===== config.mk =====
export PLATFORM = sky130hd
export DESIGN_NAME = insulation_monitor_pwm_decoder_top
export DESIGN_NICKNAME = d
export VERILOG_FILES = /design/src/sv/impwm_pkg.sv /design/src/sv/impwm_div.sv /design/src/sv/insulation_monitor_pwm_decoder_top.sv
export VERILOG_INCLUDE_DIRS = /design/src /design/src/sv
export SDC_FILE = /design/constraint.sdc
export NUM_CORES = 2
export LEC_CHECK = 0
export ABC_AREA = 1
export BUFFER_PORTS_ARGS = -buffer_cell sky130_fd_sc_hd__buf_2
export CAP_MARGIN = 5
export CORE_ASPECT_RATIO = 1.5
export CORE_MARGIN = 2
export CORE_UTILIZATION = 55
export DETAILED_ROUTE_END_ITERATION = 10
export PLACE_DENSITY = 0.71
export SLEW_MARGIN = 10
export SYNTH_ARGS = -nofsm -noshare
export SYNTH_HDL_FRONTEND = slang
export SYNTH_SLANG_ARGS = --single-unit

===== constraint.sdc =====
create_clock -name clk -period 8.1 [get_ports clk]
set_input_delay 0 -clock clk [delete_from_list [all_inputs] [get_ports clk]]
set_output_delay 0 -clock clk [all_outputs]
set_load 0.01 [all_outputs]

===== src/sv/insulation_monitor_pwm_decoder_top_defines.svh =====
// Assertion macros shared by the decoder RTL.
`ifndef INSULATION_MONITOR_PWM_DECODER_TOP_DEFINES_SVH
`define INSULATION_MONITOR_PWM_DECODER_TOP_DEFINES_SVH

`ifndef SYNTH
// Same-cycle implication check.
`define IMPWM_ASSERT_IMPLIES(label, clk, rst_n, ante, cons) \
  label: assert property (@(posedge clk) disable iff (!rst_n) (ante) |-> (cons)) \
    else $error("%m: implication check failed");
// Next-cycle implication check.
`define IMPWM_ASSERT_NEXT(label, clk, rst_n, ante, cons) \
  label: assert property (@(posedge clk) disable iff (!rst_n) (ante) |=> (cons)) \
    else $error("%m: next-cycle check failed");
`else
`define IMPWM_ASSERT_IMPLIES(label, clk, rst_n, ante, cons)
`define IMPWM_ASSERT_NEXT(label, clk, rst_n, ante, cons)
`endif

`endif


===== src/sv/impwm_pkg.sv =====
package impwm_pkg;

  // Default capture counter width.
  localparam int COUNTER_BITS_DEF = 32;

  // Reset value of the ticks-per-millisecond register.
  localparam logic [19:0] TPM_RESET = 20'd1000;

  // Scale factors of the rounded quotients.
  localparam int FREQ_SCALE = 2000;
  localparam int DUTY_SCALE = 51200;
  localparam int FREQ_SAT   = 255;
  localparam int PER_SAT    = 255;
  localparam int DUTY_SAT   = 25600;

  // Resistance formula coefficients.
  localparam int RES_SCALE = 1200;
  localparam int PCT       = 100;
  localparam int K_PER     = 95;
  localparam int K_DEN     = 5;

  // Duty windows in percent.
  localparam int WIN_START_LO = 15;
  localparam int WIN_START_HI = 85;
  localparam int WIN_FAULT_LO = 45;
  localparam int WIN_FAULT_HI = 55;

  // Status codes reported with every result.
  typedef enum logic [2:0] {
    ST_SHORT   = 3'd0,
    ST_NORMAL  = 3'd1,
    ST_UNDERV  = 3'd2,
    ST_START   = 3'd3,
    ST_DEVERR  = 3'd4,
    ST_EARTH   = 3'd5,
    ST_UNKNOWN = 3'd6
  } status_t;

  // Divider status toward the sequencer.
  typedef struct packed {
    logic busy;
    logic done;
  } div_stat_t;

  // Map a rounded frequency to its status code.
  function automatic status_t status_of(input logic [7:0] f);
    status_t s;
    unique case (f)
      8'd0:    s = ST_SHORT;
      8'd10:   s = ST_NORMAL;
      8'd20:   s = ST_UNDERV;
      8'd30:   s = ST_START;
      8'd40:   s = ST_DEVERR;
      8'd50:   s = ST_EARTH;
      default: s = ST_UNKNOWN;
    endcase
    return s;
  endfunction

endpackage


===== src/sv/impwm_div.sv =====
module impwm_div #(
  parameter int NW = 49,
  parameter int DW = 39
) (
  input  logic                  clk,
  input  logic                  rst_n,
  input  logic                  start,
  input  logic [NW-1:0]         num,
  input  logic [DW-1:0]         den,
  output logic [NW-1:0]         quo,
  output impwm_pkg::div_stat_t  stat
);

  localparam int CW = $clog2(NW + 1);

  logic [DW-1:0] rem_r, rem_nxt;
  logic [NW-1:0] quo_r, quo_nxt;
  logic [DW-1:0] den_r, den_nxt;
  logic [CW-1:0] cnt_r, cnt_nxt;
  logic          busy_r, busy_nxt;
  logic          done_r, done_nxt;
  logic [DW:0]   trial;
  logic [DW:0]   diff;
  logic          ge;

  // One restoring step: bring down the next numerator bit and try to subtract.
  assign trial = {rem_r, quo_r[NW-1]};
  assign diff  = trial - {1'b0, den_r};
  assign ge    = (trial >= {1'b0, den_r});

  always_comb begin
    rem_nxt  = rem_r;
    quo_nxt  = quo_r;
    den_nxt  = den_r;
    cnt_nxt  = cnt_r;
    busy_nxt = busy_r;
    done_nxt = 1'b0;
    if (start) begin
      rem_nxt  = '0;
      quo_nxt  = num;
      den_nxt  = den;
      cnt_nxt  = CW'(NW);
      busy_nxt = 1'b1;
    end else if (busy_r) begin
      rem_nxt = ge ? diff[DW-1:0] : trial[DW-1:0];
      quo_nxt = {quo_r[NW-2:0], ge};
      cnt_nxt = cnt_r - CW'(1);
      if (cnt_r == CW'(1)) begin
        busy_nxt = 1'b0;
        done_nxt = 1'b1;
      end
    end
  end

  always_ff @(posedge clk) begin
    if (!rst_n) begin
      busy_r <= 1'b0;
      done_r <= 1'b0;
      cnt_r  <= '0;
    end else begin
      busy_r <= busy_nxt;
      done_r <= done_nxt;
      cnt_r  <= cnt_nxt;
    end
    rem_r <= rem_nxt;
    quo_r <= quo_nxt;
    den_r <= den_nxt;
  end

  assign quo       = quo_r;
  assign stat.busy = busy_r;
  assign stat.done = done_r;

endmodule


===== src/sv/insulation_monitor_pwm_decoder_top.sv =====
// Sequence: each accepted beat runs the frequency, period and duty divisions (the first and
// last are skipped with no known period) and, for a resistance, one more division; each of
// up to four quotients runs in turn through the shared restoring divider.
// Throughput: one item at a time; in_tready rises together with the result beat, so a new
// item is taken only once the result is issued, and a stalled result holds the final step.
// Reset: synchronous, active low; clears timing state and sets ticks_per_ms to 1000.
`include "insulation_monitor_pwm_decoder_top_defines.svh"

module insulation_monitor_pwm_decoder_top #(
  parameter int COUNTER_BITS = impwm_pkg::COUNTER_BITS_DEF
) (
  input  logic        clk,
  input  logic        rst_n,
  input  logic        in_tvalid,
  output logic        in_tready,
  input  logic [39:0] in_tdata,   // capture_time[31:0], pin_level[32], zero fill
  input  logic [0:0]  in_tuser,   // kind[0]
  output logic        out_tvalid,
  input  logic        out_tready,
  output logic [63:0] out_tdata,  // detail_value[31:0], frequency_hz[39:32],
                                  // period_ms[47:40], duty_percent_q8[62:48], zero fill
  output logic [2:0]  out_tuser,  // status_code[2:0]
  input  logic        cfg_valid,
  output logic        cfg_ready,
  input  logic [19:0] cfg_data
);

  localparam int CB = COUNTER_BITS;
  localparam int NW = CB + 17;
  localparam int DW = CB + 7;
  localparam int HW = CB + 7;

  typedef enum logic [9:0] {
    S_IDLE   = 10'b0000000001,
    S_FREQ   = 10'b0000000010,
    S_PER    = 10'b0000000100,
    S_DUTY   = 10'b0000001000,
    S_DET    = 10'b0000010000,
    S_RESA   = 10'b0000100000,
    S_RESB   = 10'b0001000000,
    S_RESDIV = 10'b0010000000,
    S_WIN    = 10'b0100000000,
    S_DONE   = 10'b1000000000
  } state_t;

  state_t           state_r, state_nxt;
  logic             launched_r, launched_nxt;
  logic [19:0]      tpm_r, tpm_nxt;
  logic [CB-1:0]    last_rise_r, last_rise_nxt;
  logic [CB-1:0]    period_r, period_nxt;
  logic [CB-1:0]    high_r, high_nxt;
  logic             pin_r, pin_nxt;
  logic [7:0]       freq_r, freq_nxt;
  logic [7:0]       per_r, per_nxt;
  logic [14:0]      duty_r, duty_nxt;
  logic [31:0]      det_r, det_nxt;
  logic [HW-1:0]    h100_r, h100_nxt;
  logic             diff_neg_r, diff_neg_nxt;
  logic             den_neg_r, den_neg_nxt;
  logic [HW-1:0]    diff_mag_r, diff_mag_nxt;
  logic [HW-1:0]    den_mag_r, den_mag_nxt;
  logic [NW-1:0]    num_mag_r, num_mag_nxt;
  logic             out_tvalid_r, out_tvalid_nxt;
  logic [2:0]       out_status_r, out_status_nxt;
  logic [31:0]      out_det_r, out_det_nxt;
  logic [7:0]       out_freq_r, out_freq_nxt;
  logic [7:0]       out_per_r, out_per_nxt;
  logic [14:0]      out_duty_r, out_duty_nxt;

  logic [19:0]          teff;
  logic [CB-1:0]        cap;
  logic                 pin_in;
  logic                 kind_in;
  logic                 in_acc;
  logic                 div_start;
  logic [NW-1:0]        div_num;
  logic [DW-1:0]        div_den;
  logic [NW-1:0]        div_quo;
  impwm_pkg::div_stat_t div_stat;
  impwm_pkg::status_t   status_c;
  logic [HW-1:0]        p95, p5, pk_lo, pk_hi;
  logic                 neg_res;

  // Input unpacking and effective tick rate.
  assign cap     = in_tdata[CB-1:0];
  assign pin_in  = in_tdata[32];
  assign kind_in = in_tuser[0];
  assign teff    = (tpm_r == 20'd0) ? 20'd1 : tpm_r;
  assign in_tready = (state_r == S_IDLE);
  assign in_acc    = in_tvalid && in_tready;
  assign cfg_ready = 1'b1;
  assign status_c  = impwm_pkg::status_of(freq_r);

  // Constant products used by the resistance and window steps.
  assign p95 = HW'(period_r) * HW'(impwm_pkg::K_PER);
  assign p5  = HW'(period_r) * HW'(impwm_pkg::K_DEN);
  assign pk_lo = HW'(period_r) * ((status_c == impwm_pkg::ST_START) ?
                 HW'(impwm_pkg::WIN_START_LO) : HW'(impwm_pkg::WIN_FAULT_LO));
  assign pk_hi = HW'(period_r) * ((status_c == impwm_pkg::ST_START) ?
                 HW'(impwm_pkg::WIN_START_HI) : HW'(impwm_pkg::WIN_FAULT_HI));
  assign neg_res = diff_neg_r ^ den_neg_r;

  // Divider operand selection by sequencer step.
  always_comb begin
    div_num = '0;
    div_den = '0;
    unique case (state_r)
      S_FREQ: begin
        div_num = NW'(teff) * NW'(impwm_pkg::FREQ_SCALE) + NW'(period_r);
        div_den = DW'({period_r, 1'b0});
      end
      S_PER: begin
        div_num = NW'({period_r, 1'b0}) + NW'(teff);
        div_den = DW'({teff, 1'b0});
      end
      S_DUTY: begin
        div_num = NW'(high_r) * NW'(impwm_pkg::DUTY_SCALE) + NW'(period_r);
        div_den = DW'({period_r, 1'b0});
      end
      S_RESDIV: begin
        div_num = num_mag_r;
        div_den = DW'(den_mag_r);
      end
      default: begin
        div_num = '0;
        div_den = '0;
      end
    endcase
  end

  // Sequencer.
  always_comb begin
    state_nxt      = state_r;
    launched_nxt   = launched_r;
    tpm_nxt        = tpm_r;
    last_rise_nxt  = last_rise_r;
    period_nxt     = period_r;
    high_nxt       = high_r;
    pin_nxt        = pin_r;
    freq_nxt       = freq_r;
    per_nxt        = per_r;
    duty_nxt       = duty_r;
    det_nxt        = det_r;
    h100_nxt       = h100_r;
    diff_neg_nxt   = diff_neg_r;
    den_neg_nxt    = den_neg_r;
    diff_mag_nxt   = diff_mag_r;
    den_mag_nxt    = den_mag_r;
    num_mag_nxt    = num_mag_r;
    out_tvalid_nxt = out_tvalid_r && !out_tready;
    out_status_nxt = out_status_r;
    out_det_nxt    = out_det_r;
    out_freq_nxt   = out_freq_r;
    out_per_nxt    = out_per_r;
    out_duty_nxt   = out_duty_r;
    div_start      = 1'b0;

    if (cfg_valid) begin
      tpm_nxt = cfg_data;
    end

    unique case (state_r)
      S_IDLE: begin
        if (in_acc) begin
          pin_nxt      = pin_in;
          launched_nxt = 1'b0;
          state_nxt    = S_FREQ;
          if (!kind_in) begin
            if (pin_in) begin
              period_nxt    = cap - last_rise_r;
              last_rise_nxt = cap;
            end else begin
              high_nxt = cap - last_rise_r;
            end
          end
        end
      end
      S_FREQ: begin
        if (period_r == '0) begin
          freq_nxt  = 8'd0;
          state_nxt = S_PER;
        end else if (!launched_r) begin
          div_start    = 1'b1;
          launched_nxt = 1'b1;
        end else if (div_stat.done) begin
          freq_nxt     = (div_quo > NW'(impwm_pkg::FREQ_SAT)) ? 8'd255 : div_quo[7:0];
          launched_nxt = 1'b0;
          state_nxt    = S_PER;
        end
      end
      S_PER: begin
        if (!launched_r) begin
          div_start    = 1'b1;
          launched_nxt = 1'b1;
        end else if (div_stat.done) begin
          per_nxt      = (div_quo > NW'(impwm_pkg::PER_SAT)) ? 8'd255 : div_quo[7:0];
          launched_nxt = 1'b0;
          state_nxt    = S_DUTY;
        end
      end
      S_DUTY: begin
        if (period_r == '0) begin
          duty_nxt  = 15'd0;
          state_nxt = S_DET;
        end else if (!launched_r) begin
          div_start    = 1'b1;
          launched_nxt = 1'b1;
        end else if (div_stat.done) begin
          duty_nxt     = (div_quo > NW'(impwm_pkg::DUTY_SAT)) ?
                         15'(impwm_pkg::DUTY_SAT) : div_quo[14:0];
          launched_nxt = 1'b0;
          state_nxt    = S_DET;
        end
      end
      S_DET: begin
        // The status code picks what the detail value means.
        h100_nxt = HW'(high_r) * HW'(impwm_pkg::PCT);
        unique case (status_c)
          impwm_pkg::ST_SHORT: begin
            det_nxt   = {31'd0, ~pin_r};
            state_nxt = S_DONE;
          end
          impwm_pkg::ST_NORMAL, impwm_pkg::ST_UNDERV: begin
            state_nxt = S_RESA;
          end
          impwm_pkg::ST_START, impwm_pkg::ST_DEVERR, impwm_pkg::ST_EARTH: begin
            state_nxt = S_WIN;
          end
          default: begin
            det_nxt   = 32'hFFFF_FFFF;
            state_nxt = S_DONE;
          end
        endcase
      end
      S_RESA: begin
        // Signs and magnitudes of 95P-100H and 100H-5P.
        diff_neg_nxt = (p95 < h100_r);
        diff_mag_nxt = (p95 < h100_r) ? (h100_r - p95) : (p95 - h100_r);
        den_neg_nxt  = (h100_r < p5);
        den_mag_nxt  = (h100_r < p5) ? (p5 - h100_r) : (h100_r - p5);
        state_nxt    = S_RESB;
      end
      S_RESB: begin
        if (den_mag_r == '0) begin
          det_nxt   = diff_neg_r ? 32'h8000_0000 : 32'h7FFF_FFFF;
          state_nxt = S_DONE;
        end else begin
          num_mag_nxt  = NW'(diff_mag_r) * NW'(impwm_pkg::RES_SCALE);
          launched_nxt = 1'b0;
          state_nxt    = S_RESDIV;
        end
      end
      S_RESDIV: begin
        if (!launched_r) begin
          div_start    = 1'b1;
          launched_nxt = 1'b1;
        end else if (div_stat.done) begin
          // Apply the quotient sign and clamp to the 32-bit signed range.
          if (neg_res) begin
            det_nxt = (div_quo > NW'(32'h8000_0000)) ? 32'h8000_0000 : -div_quo[31:0];
          end else begin
            det_nxt = (div_quo > NW'(32'h7FFF_FFFF)) ? 32'h7FFF_FFFF : div_quo[31:0];
          end
          launched_nxt = 1'b0;
          state_nxt    = S_DONE;
        end
      end
      S_WIN: begin
        if (status_c == impwm_pkg::ST_START) begin
          if (h100_r < pk_lo) begin
            det_nxt = 32'd1;
          end else if (h100_r > pk_hi) begin
            det_nxt = 32'd0;
          end else begin
            det_nxt = 32'hFFFF_FFFF;
          end
        end else begin
          det_nxt = ((h100_r > pk_lo) && (h100_r < pk_hi)) ? 32'd1 : 32'hFFFF_FFFF;
        end
        state_nxt = S_DONE;
      end
      S_DONE: begin
        // Hand the result to the output register once it is free.
        if (!out_tvalid_r || out_tready) begin
          out_tvalid_nxt = 1'b1;
          out_status_nxt = status_c;
          out_det_nxt    = det_r;
          out_freq_nxt   = freq_r;
          out_per_nxt    = per_r;
          out_duty_nxt   = duty_r;
          state_nxt      = S_IDLE;
        end
      end
      default: begin
        state_nxt = S_IDLE;
      end
    endcase
  end

  always_ff @(posedge clk) begin
    if (!rst_n) begin
      state_r      <= S_IDLE;
      launched_r   <= 1'b0;
      tpm_r        <= impwm_pkg::TPM_RESET;
      last_rise_r  <= '0;
      period_r     <= '0;
      high_r       <= '0;
      out_tvalid_r <= 1'b0;
    end else begin
      state_r      <= state_nxt;
      launched_r   <= launched_nxt;
      tpm_r        <= tpm_nxt;
      last_rise_r  <= last_rise_nxt;
      period_r     <= period_nxt;
      high_r       <= high_nxt;
      out_tvalid_r <= out_tvalid_nxt;
    end
    pin_r        <= pin_nxt;
    freq_r       <= freq_nxt;
    per_r        <= per_nxt;
    duty_r       <= duty_nxt;
    det_r        <= det_nxt;
    h100_r       <= h100_nxt;
    diff_neg_r   <= diff_neg_nxt;
    den_neg_r    <= den_neg_nxt;
    diff_mag_r   <= diff_mag_nxt;
    den_mag_r    <= den_mag_nxt;
    num_mag_r    <= num_mag_nxt;
    out_status_r <= out_status_nxt;
    out_det_r    <= out_det_nxt;
    out_freq_r   <= out_freq_nxt;
    out_per_r    <= out_per_nxt;
    out_duty_r   <= out_duty_nxt;
  end

  // Shared divider for every quotient of an item.
  impwm_div #(
    .NW (NW),
    .DW (DW)
  ) u_div (
    .clk   (clk),
    .rst_n (rst_n),
    .start (div_start),
    .num   (div_num),
    .den   (div_den),
    .quo   (div_quo),
    .stat  (div_stat)
  );

  // Result beat outputs.
  assign out_tvalid = out_tvalid_r;
  assign out_tuser  = out_status_r;
  assign out_tdata  = {1'b0, out_duty_r, out_per_r, out_freq_r, out_det_r};

  // The divider is only started while idle.
  `IMPWM_ASSERT_IMPLIES(a_div_start_idle, clk, rst_n, div_start, !div_stat.busy)
  // An accepted beat moves the sequencer out of idle.
  `IMPWM_ASSERT_NEXT(a_accept_leaves_idle, clk, rst_n, in_acc, state_r != S_IDLE)
  // A result appears only from the final sequencer step.
  `IMPWM_ASSERT_IMPLIES(a_result_from_done, clk, rst_n, $rose(out_tvalid_r),
                        $past(state_r == S_DONE))

endmodule


Yosys cells after proc, flatten, opt, wreduce, memory -nomap -nowiden
Cells that the tools add are included.
{"block": "word_totals", "register_bits": 555, "latchBits": 0, "ramBits": 0, "mem_bits_ro": 0, "input_bits": 66, "out_inout_bits": 70, "word_cells": 198, "memories": 0}
{"block": "op_classes", "addsub": 11, "mul": 8, "div_mod_pow": 0, "n_lt_le_gt_ge": 11, "eq_ne": 35, "n_shift": 0, "muxes": 62, "bitwise_logic": 7, "n_reduce_logical": 34}
{"cell": "$mux W32", "count": 11}
{"cell": "$pmux W49 S4", "count": 1}
{"cell": "$mux W10", "count": 13}
{"cell": "$pmux W32 S4", "count": 1}
{"cell": "$mux W39", "count": 3}
{"cell": "$pmux W39 S3", "count": 1}
{"cell": "$sub A39 B39 Y39", "count": 3}
{"cell": "$pmux W10 S10", "count": 1}
{"cell": "$mux W49", "count": 2}
{"cell": "$lt A39 B39 Y1", "count": 2}
{"cell": "$mul A32 B5 Y37 const B", "count": 2}
{"cell": "$pmux W32 S2", "count": 1}
{"cell": "$add A48 B32 Y49", "count": 1}
{"cell": "$gt A49 B15 Y1 const B", "count": 1}
{"cell": "$gt A49 B31 Y1 const B", "count": 1}
{"cell": "$gt A49 B32 Y1 const B", "count": 1}
{"cell": "$gt A49 B8 Y1 const B", "count": 1}
{"cell": "$mul A39 B7 Y45 const B", "count": 1}
{"cell": "$mux W15", "count": 3}
{"cell": "$ge A40 B39 Y1", "count": 1}
{"cell": "$gt A39 B38 Y1", "count": 1}
{"cell": "$gt A39 B39 Y1", "count": 1}
{"cell": "$logic_not A39 Y1", "count": 1}
{"cell": "$lt A39 B35 Y1", "count": 1}
{"cell": "62 further kinds", "count": 113}

Depth between registers and ports, before layout
{"block": "logic_depth", "word_depth": 10, "ltp_mapped": 42, "mapped_depth_nobuf": 40}

By module
A second synthesis with hierarchy kept.
{"block": "unflattened", "hier_cells": 9950, "hier_area_um2": 73312.8}
{"module": "insulation_monitor_pwm_decoder_top", "instances": 1, "cells_each": 8711, "area_each_um2": 64634.5, "seq_area_each_um2": 11300.8}
{"module": "impwm_div", "instances": 1, "cells_each": 1239, "area_each_um2": 8678.3, "seq_area_each_um2": 3583.4}

Least setup slack after synthesis
No wires, ideal clock.
{"block": "synth_timing", "path_type": "register to register", "startpoint": "register freq_r[0]", "endpoint": "register det_r[2], data pin", "setup_time_ps": 276, "arrival_ps": 6482, "required_time_ps": 7824, "path_slack_ps": 1342, "path_stages_with_launch": 37, "path_buffers": 2, "period_less_slack_ps": 6758, "cell_sequence": "edfxtp_1 -> nor2_1 -> and3_1 -> nand2_1 -> inv_1 -> clkbuf_1 -> nor2_1 -> or2_2 -> ha_1 -> inv_1 -> fa_1 -> inv_1 -> fa_1 -> inv_1 -> fa_1 -> inv_1 -> ha_1 -> nand2_1 -> o21ai_1 -> a21oi_1 -> o21ai_1 -> a21boi_0 -> o21ai_1 -> a21oi_1 -> xor2_1 -> ha_1 -> nand2_1 -> nor4_1 -> and2_1 -> nand3_1 -> nand3_1 -> nand2_1 -> nand2_1 -> nand2_1 -> nand2_1 -> buf_2 -> nand4_1"}
{"block": "synth_via", "elab_chain_cells": 10, "elab_cells_between_ends": 29, "cone_classes": "mul (2); order compare (4); eq/ne (10); mux (9); reduce/logical (4)"}
{"item": "start: declaration", "line_no": "insulation_monitor_pwm_decoder_top.sv:53", "text": "logic [7:0] freq_r, freq_nxt;"}
{"item": "start signal: assignment", "line_no": "insulation_monitor_pwm_decoder_top.sv:319", "text": "freq_r <= freq_nxt;"}
{"item": "$eq A8 B6 Y1, or another cell as far along", "line_no": "impwm_pkg.sv:48", "text": "unique case (f)"}
{"item": "$pmux W3 S6 *", "line_no": "impwm_pkg.sv:48"}
{"item": "$eq A3 B2 Y1"}
{"item": "$mux W7 / $mux W6 (equally long branches)", "line_no": "insulation_monitor_pwm_decoder_top.sv:99, insulation_monitor_pwm_decoder_top.sv:97"}
{"item": "$mul A32 B7 Y39 / $mul A32 B6 Y38 (equally long branches)", "line_no": "insulation_monitor_pwm_decoder_top.sv:99, insulation_monitor_pwm_decoder_top.sv:97"}
{"item": "$gt A39 B39 Y1, or another cell as far along", "line_no": "insulation_monitor_pwm_decoder_top.sv:272", "text": "end else if (h100_r > pk_hi) begin"}
{"item": "$mux W32 / $logic_and A1 B1 Y1 (equally long branches)", "line_no": "insulation_monitor_pwm_decoder_top.sv:272, insulation_monitor_pwm_decoder_top.sv:278"}
{"item": "$mux W32 (on tied branches)", "line_no": "insulation_monitor_pwm_decoder_top.sv:270, insulation_monitor_pwm_decoder_top.sv:278"}
{"item": "$mux W32", "line_no": "insulation_monitor_pwm_decoder_top.sv:269", "text": "if (status_c == impwm_pkg::ST_START) begin"}
{"item": "$pmux W32 S4 *", "line_no": "insulation_monitor_pwm_decoder_top.sv:162", "text": "unique case (state_r)"}
{"item": "named net det_nxt[2]", "line_no": "insulation_monitor_pwm_decoder_top.sv:56", "text": "logic [31:0] det_r, det_nxt;"}
{"item": "end signal: assignment", "line_no": "insulation_monitor_pwm_decoder_top.sv:322", "text": "det_r <= det_nxt;"}
{"item": "end: declaration", "line_no": "insulation_monitor_pwm_decoder_top.sv:56"}
The timed path passes the listed nets; every way through them passes the cells marked *.
A chain may end at the register's enable or synchronous reset.

Final worst setup path
{"block": "layout_timing", "startpoint": "register freq_r[7]", "endpoint": "register det_r[27], data pin"}
The elaborated chain is that of the path after synthesis.

==> impl_metrics.tcl <==
set metrics [dict create \
    crit_arrival_ps 8230 \
    finalSetupViolations 0 \
    place_congestion 1.15 \
    dr.pass1.iters 9 \
    fmax_mhz 127 \
    vias 69000 \
    ys_seq_elements 554 \
    slew_viol_final 0 \
    power_mw 23.2 \
    power_leakage_nw 38.7 \
    syn_inst 9474 \
    wire_per_inst_um 25.1 \
    period_share 0.968 \
    synthArstFlopShare 0 \
    critPathMaxFanout 31 \
    die_w_um 299 \
    path_clk_slew_ps 70 \
    worstSkewPairLatency_ps 750 \
    drc 0 \
    synth-seq-area-share 0.207 \
    wl_um 288000 \
    die_area_um2 134000 \
    clockBufferDepth 3 \
    grt_util_all_layers 0.429 \
    drive_above_1_share 0.0622 \
    start_util 0.554 \
    h-tree-depth 2 \
    critPathMaxStageDelay_ps 480 \
    fin_cells 11500 \
    powerDensity_nw_per_um2 297 \
    synth_area_um2 71800 \
    viasPerCell 6.00 \
    grt_antenna_before_repair 20 \
    portBuffers 126 \
    grt_max_degree 82 \
    skew_ps 58.1 \
    area_delta_synth_final_pct 8.73 \
    grt.overflow.total 0 \
    slowest_stage "fa_1" \
    die_y_um 447 \
    place_hpwl_um 242000 \
    use_met3 0.0849 \
    ir_drop_mv 0.385 \
    syn_area_per_cell_um2 7.58 \
    grt_pass1_vias 69500 \
    cts.sink_count 554 \
    drtIter0Drc 6217 \
    cts_tree "done" \
    yosysUniqueCellTypes 77 \
    rows 162 \
    slew_headroom 0.154 \
    grt.busiest_layer "met2" \
    ys_warn_count 0 \
    core-area_um2 130000 \
    final_util 0.602 \
    worstMarginPinSlew_ps 1260 \
    crit_path_end_kind "register" \
    r2r_cells 36 \
    setup_ws_ps 256 \
    grt_use_met2 0.709 \
    top_level_ports 136 \
    crit_required_ps 8490 \
    hold_path_depth 2 \
    grt_setup_unrepaired "true" \
    period_minus_slack_ps 7840 \
    nets 11200 \
    n_fill_cell 12100 \
    grt_pass1_wl_um 424000 \
    finalHoldViolCount 0 \
    clock-root-buffer "clkbuf_16" \
    numCtsBuffers 59 \
    post-place-ws_ps -207 \
    final_antenna_net_count 0 \
    hold_class "input pin to register" \
    use_met1 0.451 \
    synth_edf_count 379 \
    yosys_most_used_dff "edfxtp_1" \
    dpl.cell_count 11300 \
    worstSetupPathType "register to register" \
    fin_tns_setup_ps 0 \
    cp-start-kind "register" \
    outcome "finished, final reports clean" \
    drv_cap 0 \
]
-- worst paths after layout --
kind	endpoint	slack, ps	from
worst min register to register	out_det_r[18]$_DFFE_PP_	420	det_r[18]$_DFFE_PP_
worst max register to register	det_r[27]$_DFFE_PP_	260	freq_r[7]$_SDFFCE_PP0P_
worst min-delay path	pin_r$_DFFE_PP_	70	in_tdata[32]
worst max-delay path	det_r[27]$_DFFE_PP_	260	freq_r[7]$_SDFFCE_PP0P_
-- sequential cells by signal, summed over array words and instances (netlist names), 37 cells and up --
register,cells
u_div.quo,49
num_mag_r,45
diff_mag_r,39
u_div.den_r,39
u_div.rem_r,39
den_mag_r,38
h100_r,37
-- what timing repair did --
action / in CTS / in global routing
buffers inserted: 0 / 5
endpoints found under the setup margin: 40 / 51
resized for setup: 2 / 53
cloned: 0 / 0
pin swaps: 0 / 5
hold buffers: 72 / 0
endpoints found under the hold margin: 116 / 0
-- cell usage after synthesis (all sizes together) (30+ instances only) --
| cell | instances | area [um2] |
|---|---|---|
| inv | 1761 | 6610 |
| nand2 | 1572 | 5940 |
| ha | 974 | 12200 |
| nor2 | 867 | 3360 |
| a21oi | 853 | 4280 |
| o21ai | 610 | 3080 |
| fa | 468 | 9370 |
| nand3 | 392 | 2020 |
| edfxtp | 379 | 11400 |
| xor2 | 243 | 2130 |
| dfxtp | 175 | 3500 |
| nand4 | 135 | 845 |
| xnor2 | 126 | 1100 |
| clkbuf | 112 | 425 |
| nor3 | 100 | 537 |
| buf | 80 | 432 |
| a31oi | 78 | 494 |
| a21o | 67 | 503 |
| o211ai | 64 | 480 |
| o21bai | 52 | 390 |
| a211oi | 50 | 375 |
| or2 | 50 | 313 |
| nor4 | 45 | 328 |
| a21boi | 34 | 255 |
| o221ai | 30 | 263 |
-- per-stage QoR --
stage / hold slack, ps / area (um2)
3_5_place_dp: 230 / 75100
3_3_place_gp: 225 / 75100
2_1_floorplan: 98.9 / 71800
5_1_grt: 71.0 / 78100
4_1_cts: 3.34 / 77800
6_report: 66.3 / 78100
-- cell usage in the layout (no fill, tap or decap), drive strengths merged, types with 135 or more instances in the layout --
cell type	synthesis	final
o21ai	610	610
inv	1761	1774
nand4	135	135
fa	468	468
nand2	1572	1572
xor2	243	243
ha	974	974
a21oi	853	853
buf	80	294
nor2	867	867
edfxtp	379	379
dfxtp	175	175
nand3	392	392
-- per-layer routing --
metal  wire length (um)  share of wire
met5                 86        0.00030
met1              97700           0.34
met4              35400           0.12
met3              23100          0.080
met2             132000           0.46
-- power breakdown --
part | switching (mW) | internal (mW)
clock | 1.36 | 1.57
combinational | 11.3 | 5.13
sequential | 0.310 | 3.55
-- logic make-up (layout without fill, tap and decap cells) --
group,after synthesis,after routing,share of synthesized area
AND/OR/NAND/NOR,3202,3202,0.190
buffers and inverters,1956,2239,0.104
adder cells (fa/ha/maj),1442,1442,0.300
multiplexers,2,2,0.000279
flip-flops,554,554,0.207
other,2,17,0.000105
XOR/XNOR,369,369,0.0450
AO/OA/AOI/OAI,1947,1947,0.154
-- worst max-delay path, delay by kind of cell, from the launching register on --
kind | cells | cell delay [ps]
compound gates | 7 | 1680
fa+ha+maj | 5 | 1920
xor+xnor | 1 | 420
flops | 1 | 410
simple gates | 16 | 2110
buf+inv | 7 | 940
-- cell type report --
type                       instances  area [um2]  share of cell area
sequential                       554       14900               0.191
tap                             1722        2150              0.0276
inverter                        1764        6640              0.0850
clock inverter                    45         527             0.00674
clock buffer                      64        1500              0.0191
timing repair buffer             366        2660              0.0341
multi-input combinational       6965       49700               0.636
antenna                           14        35.0            0.000449
No activity file was read; power rests on OpenSTA's default activity.
